$ cat config.mk
export PLATFORM = sky130hd
export DESIGN_NAME = elevator_nearest_call_controller_flat
export DESIGN_NICKNAME = d
export VERILOG_FILES = /design/src/hdl/encc_pkg.sv /design/src/hdl/encc_req_if.sv /design/src/hdl/encc_res_if.sv /design/src/hdl/elevator_nearest_call_controller.sv /design/src/hdl/encc_cell.sv /design/src/flat_wrapper.sv
export SDC_FILE = /design/constraint.sdc
export NUM_CORES = 1
export LEC_CHECK = 0
export BUFFER_PORTS_ARGS = -buffer_cell sky130_fd_sc_hd__buf_2
export CORE_UTILIZATION = 35
export CTS_CLUSTER_DIAMETER = 100
export DETAILED_ROUTE_END_ITERATION = 10
export SYNTH_ARGS = -nofsm -noshare
export SYNTH_HDL_FRONTEND = slang
export SYNTH_SLANG_ARGS = --single-unit
$ cat constraint.sdc
create_clock -name clk -period 11.56 [get_ports clk]
set_clock_uncertainty 0.15 [all_clocks]
set_input_delay 0 -clock clk [delete_from_list [all_inputs] [get_ports clk]]
set_output_delay 0 -clock clk [all_outputs]
set_load 0.005 [all_outputs]
$ cat src/hdl/encc_pkg.sv
// Package for the elevator nearest-call controller: entry and control types,
// register map, reset values and the goal selection function.
// No dependencies.
`timescale 1ns / 1ps

package encc_pkg;

  localparam int FloorsDefault     = 5;
  localparam int TableDepthDefault = 16;

  // Register indexes on the configuration port.
  localparam logic [2:0] REG_FLOOR_PITCH = 3'd0;
  localparam logic [2:0] REG_STEP_SIZE   = 3'd1;
  localparam logic [2:0] REG_LOAD_TICKS  = 3'd2;
  localparam logic [2:0] REG_IDLE_TICKS  = 3'd3;
  localparam logic [2:0] REG_CAPACITY    = 3'd4;

  localparam logic [9:0]  PITCH_RESET    = 10'd100;
  localparam logic [7:0]  STEP_RESET     = 8'd6;
  localparam logic [7:0]  LOAD_RESET     = 8'd15;
  localparam logic [15:0] IDLE_RESET     = 16'd312;
  localparam logic [6:0]  CAPACITY_RESET = 7'd8;

  // Request types.
  localparam logic [1:0] REQ_TICK      = 2'd0;
  localparam logic [1:0] REQ_HALL_CALL = 2'd1;
  localparam logic [1:0] REQ_PASSENGER = 2'd2;

  // Travel direction codes.
  localparam logic [1:0] DIR_IDLE = 2'b00;
  localparam logic [1:0] DIR_UP   = 2'b01;
  localparam logic [1:0] DIR_DOWN = 2'b11;

  typedef struct packed {
    logic       valid;
    logic       in_car;
    logic [2:0] src_fl;
    logic [2:0] dst_fl;
  } entry_t;

  typedef struct packed {
    logic rotate;
    logic collapse;
  } cell_ctrl_t;

  typedef struct packed {
    logic [2:0] aim;
    logic [1:0] dir;
  } goal_t;

  // Nearest set floor to stop; the lowest floor wins a tie.
  function automatic logic [2:0] nearest(input logic [7:0] mask, input logic [2:0] stop);
    logic [2:0] best;
    logic [3:0] bestd;
    logic [3:0] d;
    best  = stop;
    bestd = 4'd9;
    for (int f = 0; f < 8; f++) begin
      d = (3'(f) > stop) ? 4'(3'(f) - stop) : 4'(stop - 3'(f));
      if (mask[f] && d < bestd) begin
        bestd = d;
        best  = 3'(f);
      end
    end
    return best;
  endfunction

  // Drop-offs come first, then pickups; with nothing pending the car idles.
  function automatic goal_t choose_goal(input logic [7:0] drop, input logic [7:0] pick,
                                        input logic [2:0] stop, input logic [2:0] aim_cur);
    goal_t      g;
    logic [7:0] m;
    m = (drop != 8'd0) ? drop : pick;
    if (m == 8'd0) begin
      g.aim = aim_cur;
      g.dir = DIR_IDLE;
    end else begin
      g.aim = nearest(m, stop);
      g.dir = (g.aim > stop) ? DIR_UP : DIR_DOWN;
    end
    return g;
  endfunction

endpackage

$ cat src/hdl/encc_req_if.sv
// Request channel: valid/ready handshake carrying one request item.
// No dependencies.
`timescale 1ns / 1ps

interface encc_req_if;
  logic       valid;
  logic       ready;
  logic [1:0] req_type;
  logic [2:0] from_floor;
  logic [2:0] to_floor;

  modport source (output valid, req_type, from_floor, to_floor, input ready);
  modport sink (input valid, req_type, from_floor, to_floor, output ready);
endinterface

$ cat src/hdl/encc_res_if.sv
// Result channel: valid/ready handshake carrying one status item.
// No dependencies.
`timescale 1ns / 1ps

interface encc_res_if;
  logic              valid;
  logic              ready;
  logic [2:0]        current_floor;
  logic [2:0]        goal_floor;
  logic [12:0]       car_position;
  logic signed [1:0] travel_direction;
  logic              loading_now;
  logic [6:0]        rider_count;
  logic [6:0]        waiting_count;
  logic [7:0]        pickup_mask;
  logic [7:0]        dropoff_mask;
  logic              request_dropped;

  modport source (output valid, current_floor, goal_floor, car_position, travel_direction,
                  loading_now, rider_count, waiting_count, pickup_mask, dropoff_mask,
                  request_dropped, input ready);
  modport sink (input valid, current_floor, goal_floor, car_position, travel_direction,
                loading_now, rider_count, waiting_count, pickup_mask, dropoff_mask,
                request_dropped, output ready);
endinterface

$ cat src/hdl/elevator_nearest_call_controller.sv
// Elevator controller for one car with nearest-call scheduling. Each request
// (tick, hall call or passenger request) yields one status item. A hall call, a
// passenger request or an undefined request goes from acceptance straight to S_OUT,
// and a tick that moves the car or counts a loading tick passes S_CHECK first.
// A tick that ends a loading period walks the passenger cell chain three times
// (rider exit, boarding, compaction), one cell a cycle, then passes S_FINISH and
// S_CHECK. S_OUT registers the result once the result channel is free; the next
// request is accepted only from the cycle after the result is registered.
`timescale 1ns / 1ps

module elevator_nearest_call_controller
  import encc_pkg::*;
#(
  parameter int FLOORS      = FloorsDefault,
  parameter int TABLE_DEPTH = TableDepthDefault
) (
  input  logic        clk,
  input  logic        rst,
  encc_req_if.sink    req,
  encc_res_if.source  res,
  input  logic        psel,
  input  logic        penable,
  input  logic        pwrite,
  input  logic [4:0]  paddr,
  input  logic [31:0] pwdata,
  output logic [31:0] prdata,
  output logic        pready
);

  localparam int IW = (TABLE_DEPTH > 1) ? $clog2(TABLE_DEPTH) : 1;
  localparam int CW = $clog2(TABLE_DEPTH + 1);

  typedef enum logic [2:0] {
    S_IDLE, S_PASS_A, S_PASS_B, S_PASS_C, S_FINISH, S_CHECK, S_OUT
  } state_t;

  // Configuration registers.
  logic [9:0]  floor_pitch;
  logic [7:0]  step_size;
  logic [7:0]  load_ticks;
  logic [15:0] idle_ticks;
  logic [6:0]  capacity;
  logic [2:0]  reg_idx;

  assign pready  = 1'b1;
  assign reg_idx = paddr[4:2];

  always_ff @(posedge clk) begin
    if (rst) begin
      floor_pitch <= PITCH_RESET;
      step_size   <= STEP_RESET;
      load_ticks  <= LOAD_RESET;
      idle_ticks  <= IDLE_RESET;
      capacity    <= CAPACITY_RESET;
    end else if (psel && penable && pwrite) begin
      unique case (reg_idx)
        REG_FLOOR_PITCH: floor_pitch <= pwdata[9:0];
        REG_STEP_SIZE:   step_size   <= pwdata[7:0];
        REG_LOAD_TICKS:  load_ticks  <= pwdata[7:0];
        REG_IDLE_TICKS:  idle_ticks  <= pwdata[15:0];
        REG_CAPACITY:    capacity    <= pwdata[6:0];
        default: ;
      endcase
    end
  end

  always_comb begin
    unique case (reg_idx)
      REG_FLOOR_PITCH: prdata = 32'(floor_pitch);
      REG_STEP_SIZE:   prdata = 32'(step_size);
      REG_LOAD_TICKS:  prdata = 32'(load_ticks);
      REG_IDLE_TICKS:  prdata = 32'(idle_ticks);
      REG_CAPACITY:    prdata = 32'(capacity);
      default:         prdata = '0;
    endcase
  end

  // Controller state.
  state_t              state;
  logic [13:0]         position;
  logic [2:0]          stop_floor;
  logic [2:0]          aim_floor;
  logic [1:0]          dir;
  logic                load_flag;
  logic [7:0]          load_counter;
  logic [15:0]         idle_counter;
  logic [FLOORS-1:0]   pickup_bits;
  logic [FLOORS-1:0]   dropoff_bits;
  logic [CW-1:0]       rider_cnt;
  logic [CW-1:0]       wait_cnt;
  logic [IW-1:0]       pass_cnt;
  logic                left_flag;
  logic                waiting_flag;
  logic                dropped;

  // Cell chain.
  cell_ctrl_t          cell_ctrl;
  entry_t              cell_q     [TABLE_DEPTH];
  entry_t              cell_up    [TABLE_DEPTH];
  logic                cell_hole  [TABLE_DEPTH+1];
  logic [TABLE_DEPTH-1:0] cell_load;
  entry_t              new_entry;
  entry_t              tail_in;
  entry_t              head;
  entry_t              proc_a;
  entry_t              proc_b;
  logic                leave_now;
  logic                board_now;

  logic [CW-1:0]       fill;
  logic                append;

  assign fill = rider_cnt + wait_cnt;
  assign head = cell_q[0];

  assign cell_ctrl.rotate   = (state == S_PASS_A) || (state == S_PASS_B);
  assign cell_ctrl.collapse = (state == S_PASS_C);

  assign new_entry.valid  = 1'b1;
  assign new_entry.in_car = 1'b0;
  assign new_entry.src_fl = req.from_floor;
  assign new_entry.dst_fl = req.to_floor;

  // Rider exit pass and boarding pass decisions on the entry at the head.
  always_comb begin
    leave_now = head.valid && head.in_car && (head.dst_fl == stop_floor);
    proc_a    = head;
    if (leave_now) begin
      proc_a = '0;
    end
    board_now = head.valid && !head.in_car && (head.src_fl == stop_floor) &&
                (7'(rider_cnt) < capacity);
    proc_b    = head;
    if (board_now) begin
      proc_b.in_car = 1'b1;
    end
    unique case (state)
      S_PASS_A: tail_in = proc_a;
      S_PASS_B: tail_in = proc_b;
      default:  tail_in = '0;
    endcase
  end

  assign cell_hole[0] = 1'b0;

  for (genvar i = 0; i < TABLE_DEPTH; i++) begin : g_cell
    if (i == TABLE_DEPTH - 1) begin : g_top
      assign cell_up[i] = tail_in;
    end else begin : g_mid
      assign cell_up[i] = cell_q[i+1];
    end
    assign cell_load[i] = append && (fill[IW-1:0] == IW'(i));

    encc_cell u_cell (
      .clk        (clk),
      .rst        (rst),
      .ctrl       (cell_ctrl),
      .load       (cell_load[i]),
      .load_entry (new_entry),
      .upper      (cell_up[i]),
      .hole_in    (cell_hole[i]),
      .hole_out   (cell_hole[i+1]),
      .q          (cell_q[i])
    );
  end

  // Request decode in the idle state.
  logic              accept;
  logic              floors_ok;
  logic              from_ok;
  logic              table_full;
  logic              add_pick;
  logic [FLOORS-1:0] pick_new;
  goal_t             goal_add;
  goal_t             goal_fin;

  assign accept     = req.valid && req.ready;
  assign req.ready  = (state == S_IDLE);
  assign from_ok    = 4'(req.from_floor) < 4'(FLOORS);
  assign floors_ok  = from_ok && (4'(req.to_floor) < 4'(FLOORS));
  assign table_full = (32'(fill) >= 32'(TABLE_DEPTH));
  assign append     = accept && (req.req_type == REQ_PASSENGER) && floors_ok &&
                      (req.from_floor != req.to_floor) && !table_full;
  assign add_pick   = append || (accept && (req.req_type == REQ_HALL_CALL) && from_ok);
  assign pick_new   = pickup_bits | (FLOORS'(1) << req.from_floor);
  assign goal_add   = choose_goal(8'(dropoff_bits), 8'(pick_new), stop_floor, aim_floor);
  assign goal_fin   = choose_goal(8'(dropoff_bits), 8'(pickup_bits), stop_floor, aim_floor);

  // Car motion for one tick.
  logic [12:0]        target;
  logic signed [15:0] tgt_s;
  logic signed [15:0] pos_s;
  logic signed [15:0] step_s;
  logic signed [15:0] pos_mv;
  logic signed [15:0] delta;
  logic               snap;
  logic signed [15:0] pos_fin;
  logic [8:0]         load_next;

  always_comb begin
    target = 13'(aim_floor) * 13'(floor_pitch);
    tgt_s  = 16'(target);
    pos_s  = 16'(position);
    step_s = 16'(step_size);
    if (pos_s < tgt_s) begin
      pos_mv = pos_s + step_s;
    end else if (pos_s > tgt_s) begin
      pos_mv = pos_s - step_s;
    end else begin
      pos_mv = pos_s;
    end
    delta   = (pos_mv > tgt_s) ? (pos_mv - tgt_s) : (tgt_s - pos_mv);
    snap    = delta < step_s;
    pos_fin = snap ? tgt_s : pos_mv;
    if (pos_fin < 16'sd0) begin
      pos_fin = 16'sd0;
    end
    load_next = 9'(load_counter) + 9'd1;
  end

  logic last_cell;
  assign last_cell = (pass_cnt == IW'(TABLE_DEPTH - 1));

  logic res_free;
  assign res_free = !res.valid || res.ready;

  always_ff @(posedge clk) begin
    if (rst) begin
      state        <= S_IDLE;
      position     <= '0;
      stop_floor   <= '0;
      aim_floor    <= '0;
      dir          <= DIR_IDLE;
      load_flag    <= 1'b0;
      load_counter <= '0;
      idle_counter <= '0;
      pickup_bits  <= '0;
      dropoff_bits <= '0;
      rider_cnt    <= '0;
      wait_cnt     <= '0;
      pass_cnt     <= '0;
      left_flag    <= 1'b0;
      waiting_flag <= 1'b0;
      dropped      <= 1'b0;
      res.valid    <= 1'b0;
    end else begin
      if (res.valid && res.ready && state != S_OUT) begin
        res.valid <= 1'b0;
      end
      unique case (state)
        S_IDLE: begin
          if (accept) begin
            dropped <= (req.req_type == REQ_PASSENGER) &&
                       (!floors_ok || ((req.from_floor != req.to_floor) && table_full));
            state   <= S_OUT;
            if (add_pick) begin
              pickup_bits  <= pick_new;
              idle_counter <= '0;
              if (dir == DIR_IDLE) begin
                aim_floor <= goal_add.aim;
                dir       <= goal_add.dir;
              end
            end
            if (append) begin
              wait_cnt <= wait_cnt + CW'(1);
            end
            if (req.req_type == REQ_TICK) begin
              state <= S_CHECK;
              if (idle_counter != 16'hFFFF) begin
                idle_counter <= idle_counter + 16'd1;
              end
              if (!load_flag) begin
                position <= pos_fin[13:0];
                if (snap) begin
                  stop_floor   <= aim_floor;
                  load_flag    <= 1'b1;
                  load_counter <= '0;
                end
              end else if (load_next > 9'(load_ticks)) begin
                load_counter <= '0;
                load_flag    <= 1'b0;
                left_flag    <= 1'b0;
                waiting_flag <= 1'b0;
                pass_cnt     <= '0;
                state        <= S_PASS_A;
              end else begin
                load_counter <= load_next[7:0];
              end
            end
          end
        end
        S_PASS_A: begin
          if (leave_now) begin
            left_flag <= 1'b1;
            rider_cnt <= rider_cnt - CW'(1);
          end
          pass_cnt <= pass_cnt + IW'(1);
          if (last_cell) begin
            pass_cnt <= '0;
            state    <= S_PASS_B;
            if (left_flag || leave_now) begin
              dropoff_bits[stop_floor] <= 1'b0;
              idle_counter             <= '0;
            end
          end
        end
        S_PASS_B: begin
          if (board_now) begin
            rider_cnt                  <= rider_cnt + CW'(1);
            wait_cnt                   <= wait_cnt - CW'(1);
            dropoff_bits[head.dst_fl]  <= 1'b1;
            idle_counter               <= '0;
          end
          if (proc_b.valid && !proc_b.in_car && (proc_b.src_fl == stop_floor)) begin
            waiting_flag <= 1'b1;
          end
          pass_cnt <= pass_cnt + IW'(1);
          if (last_cell) begin
            pass_cnt <= '0;
            state    <= S_PASS_C;
          end
        end
        S_PASS_C: begin
          if (!waiting_flag) begin
            pickup_bits[stop_floor] <= 1'b0;
          end
          pass_cnt <= pass_cnt + IW'(1);
          if (last_cell) begin
            pass_cnt <= '0;
            state    <= S_FINISH;
          end
        end
        S_FINISH: begin
          aim_floor <= goal_fin.aim;
          dir       <= goal_fin.dir;
          state     <= S_CHECK;
        end
        S_CHECK: begin
          // An idle car away from the lobby heads back to floor 0.
          if (stop_floor != 3'd0 && dropoff_bits == '0 && pickup_bits == '0 &&
              dir == DIR_IDLE && idle_counter >= idle_ticks) begin
            aim_floor    <= 3'd0;
            dir          <= DIR_DOWN;
            idle_counter <= '0;
          end
          state <= S_OUT;
        end
        S_OUT: begin
          if (res_free) begin
            res.valid            <= 1'b1;
            res.current_floor    <= stop_floor;
            res.goal_floor       <= aim_floor;
            res.car_position     <= position[12:0];
            res.travel_direction <= dir;
            res.loading_now      <= load_flag;
            res.rider_count      <= 7'(rider_cnt);
            res.waiting_count    <= 7'(wait_cnt);
            res.pickup_mask      <= 8'(pickup_bits);
            res.dropoff_mask     <= 8'(dropoff_bits);
            res.request_dropped  <= dropped;
            state                <= S_IDLE;
          end
        end
        default: state <= S_IDLE;
      endcase
    end
  end

endmodule

$ cat src/hdl/encc_cell.sv
// One passenger table cell: holds an entry and passes it to its lower neighbor.
// Depends on encc_pkg.
`timescale 1ns / 1ps

module encc_cell
  import encc_pkg::*;
(
  input  logic       clk,
  input  logic       rst,
  input  cell_ctrl_t ctrl,
  input  logic       load,
  input  entry_t     load_entry,
  input  entry_t     upper,
  input  logic       hole_in,
  output logic       hole_out,
  output entry_t     q
);

  // A hole here or below pulls every entry above it down one place.
  assign hole_out = hole_in | ~q.valid;

  always_ff @(posedge clk) begin
    if (rst) begin
      q <= '0;
    end else if (load) begin
      q <= load_entry;
    end else if (ctrl.rotate || (ctrl.collapse && hole_out)) begin
      q <= upper;
    end
  end

endmodule
$ cat src/flat_wrapper.sv
// flat-port wrapper written by rule: the top's interface ports become plain ports
module elevator_nearest_call_controller_flat import encc_pkg::*;
#(
  parameter int FLOORS      = FloorsDefault,
  parameter int TABLE_DEPTH = TableDepthDefault
)
  (clk, rst, psel, penable, pwrite, paddr, pwdata, prdata, pready, req_valid, req_req_type, req_from_floor, req_to_floor, req_ready, res_valid, res_current_floor, res_goal_floor, res_car_position, res_travel_direction, res_loading_now, res_rider_count, res_waiting_count, res_pickup_mask, res_dropoff_mask, res_request_dropped, res_ready);
  encc_req_if req_i ();
  encc_res_if res_i ();
  input  logic clk;
  input  logic rst;
  input  logic psel;
  input  logic penable;
  input  logic pwrite;
  input  logic [4:0] paddr;
  input  logic [31:0] pwdata;
  output logic [31:0] prdata;
  output logic pready;
  input wire logic [$bits(req_i.valid)-1:0] req_valid;
  input wire logic [$bits(req_i.req_type)-1:0] req_req_type;
  input wire logic [$bits(req_i.from_floor)-1:0] req_from_floor;
  input wire logic [$bits(req_i.to_floor)-1:0] req_to_floor;
  output wire logic [$bits(req_i.ready)-1:0] req_ready;
  output wire logic [$bits(res_i.valid)-1:0] res_valid;
  output wire logic [$bits(res_i.current_floor)-1:0] res_current_floor;
  output wire logic [$bits(res_i.goal_floor)-1:0] res_goal_floor;
  output wire logic [$bits(res_i.car_position)-1:0] res_car_position;
  output wire logic [$bits(res_i.travel_direction)-1:0] res_travel_direction;
  output wire logic [$bits(res_i.loading_now)-1:0] res_loading_now;
  output wire logic [$bits(res_i.rider_count)-1:0] res_rider_count;
  output wire logic [$bits(res_i.waiting_count)-1:0] res_waiting_count;
  output wire logic [$bits(res_i.pickup_mask)-1:0] res_pickup_mask;
  output wire logic [$bits(res_i.dropoff_mask)-1:0] res_dropoff_mask;
  output wire logic [$bits(res_i.request_dropped)-1:0] res_request_dropped;
  input wire logic [$bits(res_i.ready)-1:0] res_ready;
  assign req_i.valid = req_valid;
  assign req_i.req_type = req_req_type;
  assign req_i.from_floor = req_from_floor;
  assign req_i.to_floor = req_to_floor;
  assign req_ready = req_i.ready;
  assign res_valid = res_i.valid;
  assign res_current_floor = res_i.current_floor;
  assign res_goal_floor = res_i.goal_floor;
  assign res_car_position = res_i.car_position;
  assign res_travel_direction = res_i.travel_direction;
  assign res_loading_now = res_i.loading_now;
  assign res_rider_count = res_i.rider_count;
  assign res_waiting_count = res_i.waiting_count;
  assign res_pickup_mask = res_i.pickup_mask;
  assign res_dropoff_mask = res_i.dropoff_mask;
  assign res_request_dropped = res_i.request_dropped;
  assign res_i.ready = res_ready;
  elevator_nearest_call_controller #(.FLOORS(FLOORS), .TABLE_DEPTH(TABLE_DEPTH)) u_core (.clk(clk), .rst(rst), .req(req_i), .res(res_i), .psel(psel), .penable(penable), .pwrite(pwrite), .paddr(paddr), .pwdata(pwdata), .prdata(prdata), .pready(pready));
endmodule
==> qor.txt, run 1 <==
status - completed
design area - 22,400 um^2
pin count of the biggest net entering global routing - 89
Worst path max stage delay - 530 ps
pre-CTS setup slack - 158 ps
row cnt - 86
CP startpoint kind - register
final setup fails - 0
Via density - 5.46
number of global-route vias before repair - 17,169
Crit-path slowest cell - fa_1
non-filler cells, final - 3,290
Yosys reg bits - 298
Leak Pwr - 9.20 nW
Total Power - 6.96 mW
GR Overflow Total - 0
setup ws final - 618 ps
Slew headroom - 0.147
worst-case clock buffer depth - 3
post-route ant nets - 0
GP Congestion - 0.916
Gate Count Post-Synth - 2,425
clock sinks - 298
Final Slew Violations - 0
Setup CP Type - register to register
multi-input logic area - 12,200 um^2
Via Count - 17,947
EDFF count, synth - 43
Routed WL - 58,400 um
first-pass GRT wire length - 92,900 um
worst hold path type - input pin to register
DP Wirelength - 42,900 um
Die Ht - 238 um
1st-iter DRT viols - 1,395
Antenna Cells - 0
Main synth FF type - dfxtp_1
Residual DRC - 0
core box area - 55,200 um^2
maxcap violations - 0
1st-pass router iterations - 6
initial core utilization - 0.355
Area Overhead vs Synth - 14.3%
final-stage net count - 2,740
asr flop ratio synth - 0
Cell variety after synth - 82
antenna violations before repair - 0
Pwr per Cell Area - 311 nW/um^2
CTS H-tree lvls - 2
Clk pin slew, worst setup/hold paths - 60 ps
Die ar. - 56,900 um^2
boundary pin count - 140
Placed Area - 20,800 um^2
GRT Util Overall - 0.202
Fmax - 0.0914 GHz
CTS tree - yes
cts bufs inserted - 37
Worst Path Max Fanout - 14
Arr. time, crit path - 11,250 ps
final-report hold violation count - 0
Setup crit start - u_core.aim_floor[2]$_SDFFE_PP0P_
Fillers - 5,563
worst r2r dst - u_core.position[3]$_SDFFE_PP0P_
Mean Syn Cell Area - 8.07 um^2
clock latency on the worst-skew pair - 550 ps
routed len/inst - 17.7 um
Ys Warns - 0
Worst Tran Pin Value - 1280 ps
Die X - 238 um
crit path capture type - register
dpl cells - 3,185
fin crit share - 0.947
post-layout util - 0.405
fin crit period - 10,940 ps
worst vdd ir - 0.327 mV
sequential-to-total area share from yosys stat - 0.327
layout cells sized above 1 - 0.103
Synth Cell Area - 19,600 um^2
Root Buffer - clkbuf_16
Sum Neg Setup Slack - 0 ps
Critical R2R Launch - u_core.aim_floor[2]$_SDFFE_PP0P_
port bufs - 94
register area - 6400 um^2
Required @ worst endpoint - 11,870 ps
CP endpoint - u_core.position[3]$_SDFFE_PP0P_
flop-to-flop setup slack - 620 ps
WHS - 60.3 ps
Reg2Reg Depth - 50
critical path: cells and delay by family, from the launching register on:
| family | cells | cell delay [ps] |
|---|---|---|
| simple gates | 16 | 2560 |
| xor+xnor | 1 | 160 |
| fa+ha+maj | 5 | 1760 |
| mux | 4 | 990 |
| flops | 1 | 350 |
| compound gates | 18 | 4030 |
| buf+inv | 6 | 790 |
power breakdown:
group / leakage [nW] / internal [mW] / total (mW) / switching, mW
Sequential: 2.46 / 1.10 / 1.20 / 0.0905
Clock: 0.549 / 0.616 / 1.08 / 0.463
Combinational: 6.19 / 1.83 / 4.69 / 2.86
cells by family (layout without fill, tap and decap cells):
kind of cell             Yosys count  after routing  synth area share
AND/OR/NAND/NOR                  867            867             0.202
AO/OA/AOI/OAI                    636            636             0.213
flip-flops                       298            298             0.327
buffers and inverters            288            376            0.0610
adder cells (fa/ha/maj)          169            169             0.114
multiplexers                     109            109            0.0575
XOR/XNOR                          56             56            0.0251
other                              2             31          0.000384
worst min path at each step:
stage | from | end | slack [ps] | cells after the start
6_report | paddr[2] | u_core.step_size[1]$_SDFFE_PP1P_ | 60 | 3
5_1_grt | paddr[2] | u_core.step_size[1]$_SDFFE_PP1P_ | 90 | 3
4_1_cts | paddr[2] | u_core.step_size[1]$_SDFFE_PP1P_ | 40 | 3
3_5_place_dp | pwdata[12] | u_core.idle_ticks[12]$_SDFFE_PP0P_ | 110 | 3
3_3_place_gp | pwdata[12] | u_core.idle_ticks[12]$_SDFFE_PP0P_ | 100 | 3
2_1_floorplan | pwdata[2] | u_core.floor_pitch[2]$_SDFFE_PP1P_ | -30 | 2
final cells by class:
cell class	count	share of cell area
Multi-Input combinational cell	1868	0.545
Timing Repair Buffer	183	0.0560
Sequential cell	298	0.286
Clock inverter	15	0.00458
Inverter	132	0.0221
Tap cell	748	0.0418
Clock buffer	46	0.0447
layout by cell type, fill, tap and decap left out, drive strengths merged, types with 19 or more instances in the layout:
| cell | count |
|---|---|
| a31oi | 26 |
| a22oi | 62 |
| dfxtp | 255 |
| o21ai | 94 |
| o22ai | 22 |
| nand2b | 24 |
| nor2b | 24 |
| a21o | 44 |
| mux2i | 93 |
| ha | 152 |
| nor3 | 73 |
| nor2 | 266 |
| a21oi | 202 |
| xor2 | 23 |
| nand2 | 283 |
| inv | 137 |
| and3 | 19 |
| clkbuf | 46 |
| buf | 144 |
| conb | 31 |
| dlygate4sd3 | 39 |
| edfxtp | 43 |
| nand3 | 68 |
| xnor2 | 33 |
| a211oi | 48 |
per-layer routing:
layer	vias up	share of wire	wire, um	track usage
met2	507	0.50	28900	0.357
met3	121	0.051	2980	0.0279
met4	0	0.032	1840	0.0744
met1	8511	0.42	24600	0.247
li1	8808	-	-	-
met5	-	0	0	0
Yosys cell counts, drive strengths merged, types with 15 or more instances:
cell type,number,area [um^2]
nand2,283,1060
nor2,266,998
dfxtp,255,5100
a21oi,202,1010
ha,152,1900
inv,131,492
clkbuf,118,443
o21ai,94,470
mux2i,93,931
nor3,73,365
nand3,68,345
a22oi,62,465
a211oi,48,360
a21o,44,330
edfxtp,43,1290
buf,38,256
xnor2,33,289
a31oi,26,169
nand2b,24,150
nor2b,24,150
xor2,23,201
o22ai,22,138
and3,19,119
nor4,18,113
o211ai,17,133
a311oi,16,140
and2,16,103
fa,16,320
nand4,16,106
o21a,16,120
mux2,15,173
sequential cells by signal, summed over array words and instances, names as in the netlist, 7 cells and up:
register / cells
u_core.g_cell.u_cell.q: 128
u_core.idle_counter: 16
u_core.idle_ticks: 16
u_core.position: 14
u_core.res.car_position: 13
u_core.floor_pitch: 10
u_core.load_counter: 8
u_core.load_ticks: 8
u_core.step_size: 8
u_core.capacity: 7
what timing repair did:
item	4_1_cts	5_1_grt
gates resized for setup	0	28
hold endpoints to repair	184	0
setup endpoints to repair	0	26
hold buffers	39	0
setup buffers	0	5
Power figures use the tool's default switching activity.
==> inputs of run 2 (changes only) <==
CORE_MARGIN = 2   (was unset)
RECOVER_POWER = 50   (was unset)
==> qor.txt, run 2 (synthesis results as in run 1) <==
pre-CTS setup slack - 274 ps (+116 ps)
final-report hold violation count - 0 (unchanged)
GR Overflow Total - 0 (unchanged)
initial core utilization - 0.355 (unchanged)
setup ws final - 638 ps (+20.2 ps)
clock latency on the worst-skew pair - 570 ps (+20 ps)
Die X - 240 um (+0.84%)
fin crit share - 0.945 (-0.00175)
Reg power frac - 0.169 (-0.003)
Worst Path Max Fanout - 13 (-1)
total net switching power - 3.37 mW (-1.2%)
GP Congestion - 0.907 (-0.96%)
most flop-heavy register - u_core.g_cell.u_cell.q
boundary pin count - 140 (unchanged)
1st-iter DRT viols - 1,489 (+6.7%)
most common cell after layout, fill and taps aside - nand2_1
Pwr per Cell Area - 315 nW/um^2 (+1.3%)
CP dominant cell by count - ha_1
Arr. time, crit path - 11,240 ps (about the same)
clock sinks - 298 (unchanged)
RSZ-0062 raised after global routing - true
failing checks - max-capacitance violations, max-slew violations
CP endpoint - u_core.position[3]$_SDFFE_PP0P_
Worst Tran Pin Value - 2280 ps (+998 ps)
Clk pin slew, worst setup/hold paths - 60 ps (about the same)
worst vdd ir - 0.443 mV (+35%)
post-route ant nets - 0 (unchanged)
fin crit period - 10,920 ps (-20.2 ps)
Fmax - 0.0916 GHz (+0.18%)
CTS H-tree lvls - 2 (unchanged)
pin count of the biggest net entering global routing - 112 (+26%)
CP startpoint kind - register
switching share of power - 0.476 (-0.0137)
antenna violations before repair - 1 (+1)
Int Pwr - 3.71 mW (+4.4%)
Via density - 5.49 (+0.67%)
port bufs - 94 (unchanged)
met3 WL - 2940 um (-1.3%)
Die ar. - 57,800 um^2 (+1.7%)
number of global-route vias before repair - 17,395 (+1.3%)
routed len/inst - 17.8 um (+0.17%)
multi-input logic area - 12,100 um^2 (-0.44%)
Crit-path slowest cell - fa_1
Via Count - 18,116 (+0.94%)
Setup crit start - u_core.aim_floor[2]$_SDFFE_PP0P_
largest registers - u_core.g_cell.u_cell.q: 128 flops, u_core.idle_counter: 16 flops, u_core.idle_ticks: 16 flops
Leak Pwr - 9.12 nW (-0.85%)
Root Buffer - clkbuf_16
Critical R2R Launch - u_core.aim_floor[2]$_SDFFE_PP0P_
uppermost routed layer - met5
Comb pwr share - 0.660 (-0.014)
Final Slew Violations - 72 (+72)
Met2 Wirelength - 28,900 um (-0.13%)
row cnt - 86 (unchanged)
Required @ worst endpoint - 11,880 ps (about the same)
Fillers - 5,561 (-0.036%)
worst r2r dst - u_core.position[3]$_SDFFE_PP0P_
Die Ht - 240 um (+0.84%)
crit path capture type - register
Slew headroom - -0.539 (-0.686)
Setup CP Type - register to register
Worst path max stage delay - 540 ps (about the same)
Antenna Cells - 0 (unchanged)
Area Overhead vs Synth - 14.7%
DP Wirelength - 43,200 um (+0.66%)
core box area - 55,200 um^2 (unchanged)
worst-case clock buffer depth - 3 (unchanged)
commonest non-fill, non-tap cells in the layout - 283 x nand2_1, 263 x nor2_1, 254 x dfxtp_1
final-stage net count - 2,743 (+0.11%)
Residual DRC - 0 (unchanged)
register area - 6400 um^2 (about the same)
Sum Neg Setup Slack - 0 ps (unchanged)
GRT Util Overall - 0.200 (-0.00161)
cts bufs inserted - 38 (+2.7%)
metal1 wirelength - 24,600 um (about the same)
Routed WL - 58,600 um (+0.44%)
max reg flops - 128 (unchanged)
final setup fails - 0 (unchanged)
worst hold path type - input pin to register
status - finished, violations left
1st-pass router iterations - 6 (unchanged)
CTS tree - yes
clock share of power - 0.171 (+0.016)
first-pass GRT wire length - 93,100 um (+0.22%)
flop-to-flop setup slack - 640 ps (+20 ps)
maxcap violations - 4 (+4)
layout cells sized above 1 - 0.0843 (-0.0192)
Reg2Reg Depth - 49 (-2.0%)
[run 2: changes by cell type in the layout (fill, tap and decap cells not counted), moves of 3 or more]
cell,before,now
clkbuf_1,5,55
buf_2,93,50
buf_6,4,1
bufinv_16,0,3
clkbuf_2,0,3
clkinv_2,4,1
[run 2: worst min path at each step]
stage                    start                                  to  slack (ps)  depth (start not counted)
floorplan            pwdata[2]  u_core.floor_pitch[2]$_SDFFE_PP1P_         -30                          2
global placement    pwdata[12]  u_core.idle_ticks[12]$_SDFFE_PP0P_         100                          3
detailed placement  pwdata[13]  u_core.idle_ticks[13]$_SDFFE_PP0P_         110                          3
CTS                   paddr[3]   u_core.load_ticks[3]$_SDFFE_PP1P_          20                          3
global route           penable  u_core.floor_pitch[4]$_SDFFE_PP0P_          60                          6
finish                  pwrite  u_core.floor_pitch[7]$_SDFFE_PP0P_          50                          6
[run 2: what timing repair did]
item / 4_1_cts / 5_1_grt
setup buffers: 0 / 3
endpoints found under the setup margin: 0 / 26
endpoints found under the hold margin: 182 / 0
gates resized for setup: 0 / 13
hold buffers: 37 / 0
[run 2: layer usage]
metal  vias up  track usage
met4         2       0.0811
li1       8832            -
met1      8646        0.246
met3       130       0.0264
met5         -            0
met2       506        0.351
[run 2: stage by stage]
| stage | utilization | instance area, um^2 | total power [mW] | hold WS [ps] | instances |
|---|---|---|---|---|---|
| after floorplan | - | 19700 | 4.47 | -26.0 | 2454 |
| after global placement | 0.377 | 20800 | 5.75 | 98.9 | 3191 |
| after detailed placement | 0.377 | 20800 | 5.78 | 112 | 3191 |
| after CTS | 0.407 | 22500 | 7.03 | 24.3 | 3296 |
| after global routing | 0.407 | 22500 | 7.65 | 62.9 | 3299 |
| final | 0.407 | 22500 | 7.08 | 46.4 | 3299 |
[run 2: area by class of cell]
type	count	area share
Sequential cell	298	0.285
Multi-Input combinational cell	1868	0.541
Clock buffer	55	0.0488
Clock inverter	13	0.00864
Tap cell	748	0.0417
Inverter	132	0.0221
Timing Repair Buffer	185	0.0533
[run 2: power groups by stage]
stage / sequential, mW / combinational, mW / clock [mW]
after detailed placement: 1.22 / 4.57 / 0
final: 1.20 / 4.68 / 1.21
after CTS: 1.19 / 4.60 / 1.24
after global placement: 1.21 / 4.53 / 0
after global routing: 1.20 / 5.16 / 1.28
after floorplan: 1.16 / 3.31 / 0
[run 2: worst max-delay path, delay by kind of cell (launching register included)]
kind            cells  cell delay, ps
xor+xnor            1             220
flops               1             400
fa+ha+maj           5            1730
compound gates     19            4110
buf+inv             5             650
mux                 4            1160
simple gates       15            2380
==> inputs of run 3 (changes only) <==
CORE_ASPECT_RATIO = 0.6   (was unset)
PLACE_DENSITY_LB_ADDON = 0.25   (was unset)
==> qor.txt, run 3 (synthesis results as in run 1) <==
GR Overflow Total - 0 (unchanged)
fin crit period - 11,010 ps (+86.4 ps)
metal1 wirelength - 33,700 um (+37%)
GRT Util Overall - 0.220 (+0.0197)
first-pass GRT wire length - 100,000 um (+7.9%)
Setup crit start - u_core.floor_pitch[4]$_SDFFE_PP0P_
worst r2r dst - u_core.stop_floor[2]$_SDFFE_PP0P_
met3 WL - 6400 um (+120%)
Reg power frac - 0.155 (-0.014)
Via density - 5.58 (+1.6%)
clock sinks - 298 (unchanged)
worst hold path type - input pin to register
CP endpoint - u_core.stop_floor[2]$_SDFFE_PP0P_
cts bufs inserted - 34 (-11%)
WHS - 50.9 ps (+4.53 ps)
Die X - 309 um (+29%)
total net switching power - 3.75 mW (+11%)
DP Wirelength - 49,300 um (+14%)
Area Overhead vs Synth - 15.9%
routed len/inst - 19.7 um (+11%)
initial core utilization - 0.352 (-0.00242)
commonest non-fill, non-tap cells in the layout - 282 x nand2_1, 264 x nor2_1, 250 x dfxtp_1
layout cells sized above 1 - 0.101 (+0.0166)
boundary pin count - 140 (unchanged)
Reg2Reg Depth - 49 (unchanged)
GP Congestion - 0.955 (+5.3%)
Setup CP Type - register to register
CP startpoint kind - register
Worst Tran Pin Value - 4920 ps (+2650 ps)
most flop-heavy register - u_core.g_cell.u_cell.q
Leak Pwr - 9.27 nW (+1.6%)
Required @ worst endpoint - 11,860 ps (-20 ps)
Met2 Wirelength - 24,400 um (-16%)
number of global-route vias before repair - 16,888 (-2.9%)
Fmax - 0.0908 GHz (-0.79%)
worst-case clock buffer depth - 3 (unchanged)
stages on the worst setup path - 49 (unchanged)
pin count of the biggest net entering global routing - 114 (+1.8%)
Via Count - 18,624 (+2.8%)
Int Pwr - 3.93 mW (+5.9%)
Total Power - 7.68 mW (+8.5%)
Worst Path Max Fanout - 8 (-5)
Slew headroom - -2.28 (-1.74)
Die Ht - 187 um (-22%)
fin crit share - 0.952 (+0.00748)
CTS tree - yes
Worst Path Buf+Inv - 5 (unchanged)
CP delay by family, top - compound AO/OA/AOI/OAI gates
Residual DRC - 0 (unchanged)
Crit-path slowest cell - fa_1
1st-pass router iterations - 5 (-1)
maxcap violations - 4 (unchanged)
Root Buffer - clkbuf_16
crit path capture type - register
row cnt - 67 (-22%)
final-report hold violation count - 0 (unchanged)
uppermost routed layer - met5
core box area - 55,600 um^2 (+0.69%)
final-stage net count - 2,775 (+1.2%)
Clk pin slew, worst setup/hold paths - 60 ps (about the same)
pre-CTS setup slack - 313 ps (+38.2 ps)
setup ws final - 552 ps (-86.4 ps)
final setup fails - 0 (unchanged)
Critical R2R Launch - u_core.floor_pitch[4]$_SDFFE_PP0P_
post-route ant nets - 0 (unchanged)
Fillers - 5,571 (+0.18%)
Sum Neg Setup Slack - 0 ps (unchanged)
max reg flops - 128 (unchanged)
1st-iter DRT viols - 1,997 (+34%)
design area - 22,700 um^2 (+1.0%)
hold depth - 5 (-1)
switching share of power - 0.489 (+0.0124)
Final Slew Violations - 198 (+180%)
most common cell after layout, fill and taps aside - nand2_1
Comb pwr share - 0.694 (+0.034)
flop-to-flop setup slack - 550 ps (-90 ps)
Pwr per Cell Area - 339 nW/um^2 (+7.4%)
Die ar. - 57,900 um^2 (+0.11%)
Routed WL - 65,600 um (+12%)
status - finished, violations left
worst vdd ir - 0.383 mV (-14%)
CP dominant cell by count - ha_1
port bufs - 94 (unchanged)
Placed Area - 21,100 um^2 (+1.4%)
Worst path max stage delay - 550 ps (about the same)
failing checks - max-capacitance violations, max-slew violations
clock share of power - 0.151 (-0.020)
RSZ-0062 raised after global routing - false
antenna violations before repair - 0 (-1)
clock latency on the worst-skew pair - 540 ps (-30 ps)
largest registers - u_core.g_cell.u_cell.q: 128 flops, u_core.idle_counter: 16 flops, u_core.idle_ticks: 16 flops
Antenna Cells - 0 (unchanged)
Arr. time, crit path - 11,310 ps (+70 ps)
CTS H-tree lvls - 2 (unchanged)
[run 3: changes by cell type in the layout (fill, tap and decap cells not counted), moves of 4 or more]
cell,change
clkinv_2,+4
buf_4,+32
buf_2,+5
dfxtp_2,+4
dfxtp_1,-4
clkbuf_1,-7
[run 3: power by group through the flow]
stage	logic, mW	clock network [mW]	registers, mW
after floorplan	3.31	0	1.16
after global placement	4.94	0	1.21
after detailed placement	5.00	0	1.21
after CTS	5.05	1.18	1.18
after global routing	5.78	1.22	1.20
final	5.33	1.16	1.19
[run 3: worst min path at each step]
| stage | from | endpoint | slack (ps) |
|---|---|---|---|
| floorplan | pwdata[2] | u_core.floor_pitch[2]$_SDFFE_PP1P_ | -30 |
| global placement | pwdata[14] | u_core.idle_ticks[14]$_SDFFE_PP0P_ | 90 |
| detailed placement | pwdata[15] | u_core.idle_ticks[15]$_SDFFE_PP0P_ | 100 |
| CTS | paddr[3] | u_core.floor_pitch[8]$_SDFFE_PP0P_ | 80 |
| global route | pwrite | u_core.floor_pitch[8]$_SDFFE_PP0P_ | 120 |
| finish | penable | u_core.floor_pitch[8]$_SDFFE_PP0P_ | 50 |
[run 3: what timing repair did]
item,4_1_cts,5_1_grt
endpoints found under the hold margin,172,0
endpoints found under the setup margin,0,26
hold buffers,36,0
resized for setup,0,25
setup buffers,0,1
[run 3: area by class of cell]
| cell class | instances | area [um^2] | share of cell area |
|---|---|---|---|
| multi-input cells | 1868 | 12200 | 0.537 |
| flip-flops and latches | 298 | 6400 | 0.282 |
| repair buffers | 221 | 1480 | 0.0653 |
| clock buffers | 46 | 988 | 0.0436 |
| well taps | 759 | 950 | 0.0419 |
| inverters | 132 | 495 | 0.0218 |
| clock inverters | 13 | 194 | 0.00855 |
[run 3: through the flow]
step,std cells,util
floorplan,2454,-
global placement,3240,0.380
detailed placement,3240,0.380
CTS,3335,0.408
global route,3337,0.408
finish,3337,0.408
[run 3: worst register-to-register path, delay by kind of cell (launching register included)]
kind                       cells  cell delay, ps
muxes                          4             890
buffers and inverters          5             670
DFF                            1             520
xor gates and xnor gates       1             240
adders and majority gates      5            1770
AOI/OAI and AO/OA             18            3910
and+or+nand+nor               16            2760
[run 3: metal layers]
metal	vias up	GRT usage
li1	8875	-
met1	8925	0.360
met2	752	0.283
met3	70	0.0494
met4	2	0.0403
met5	-	0.0150
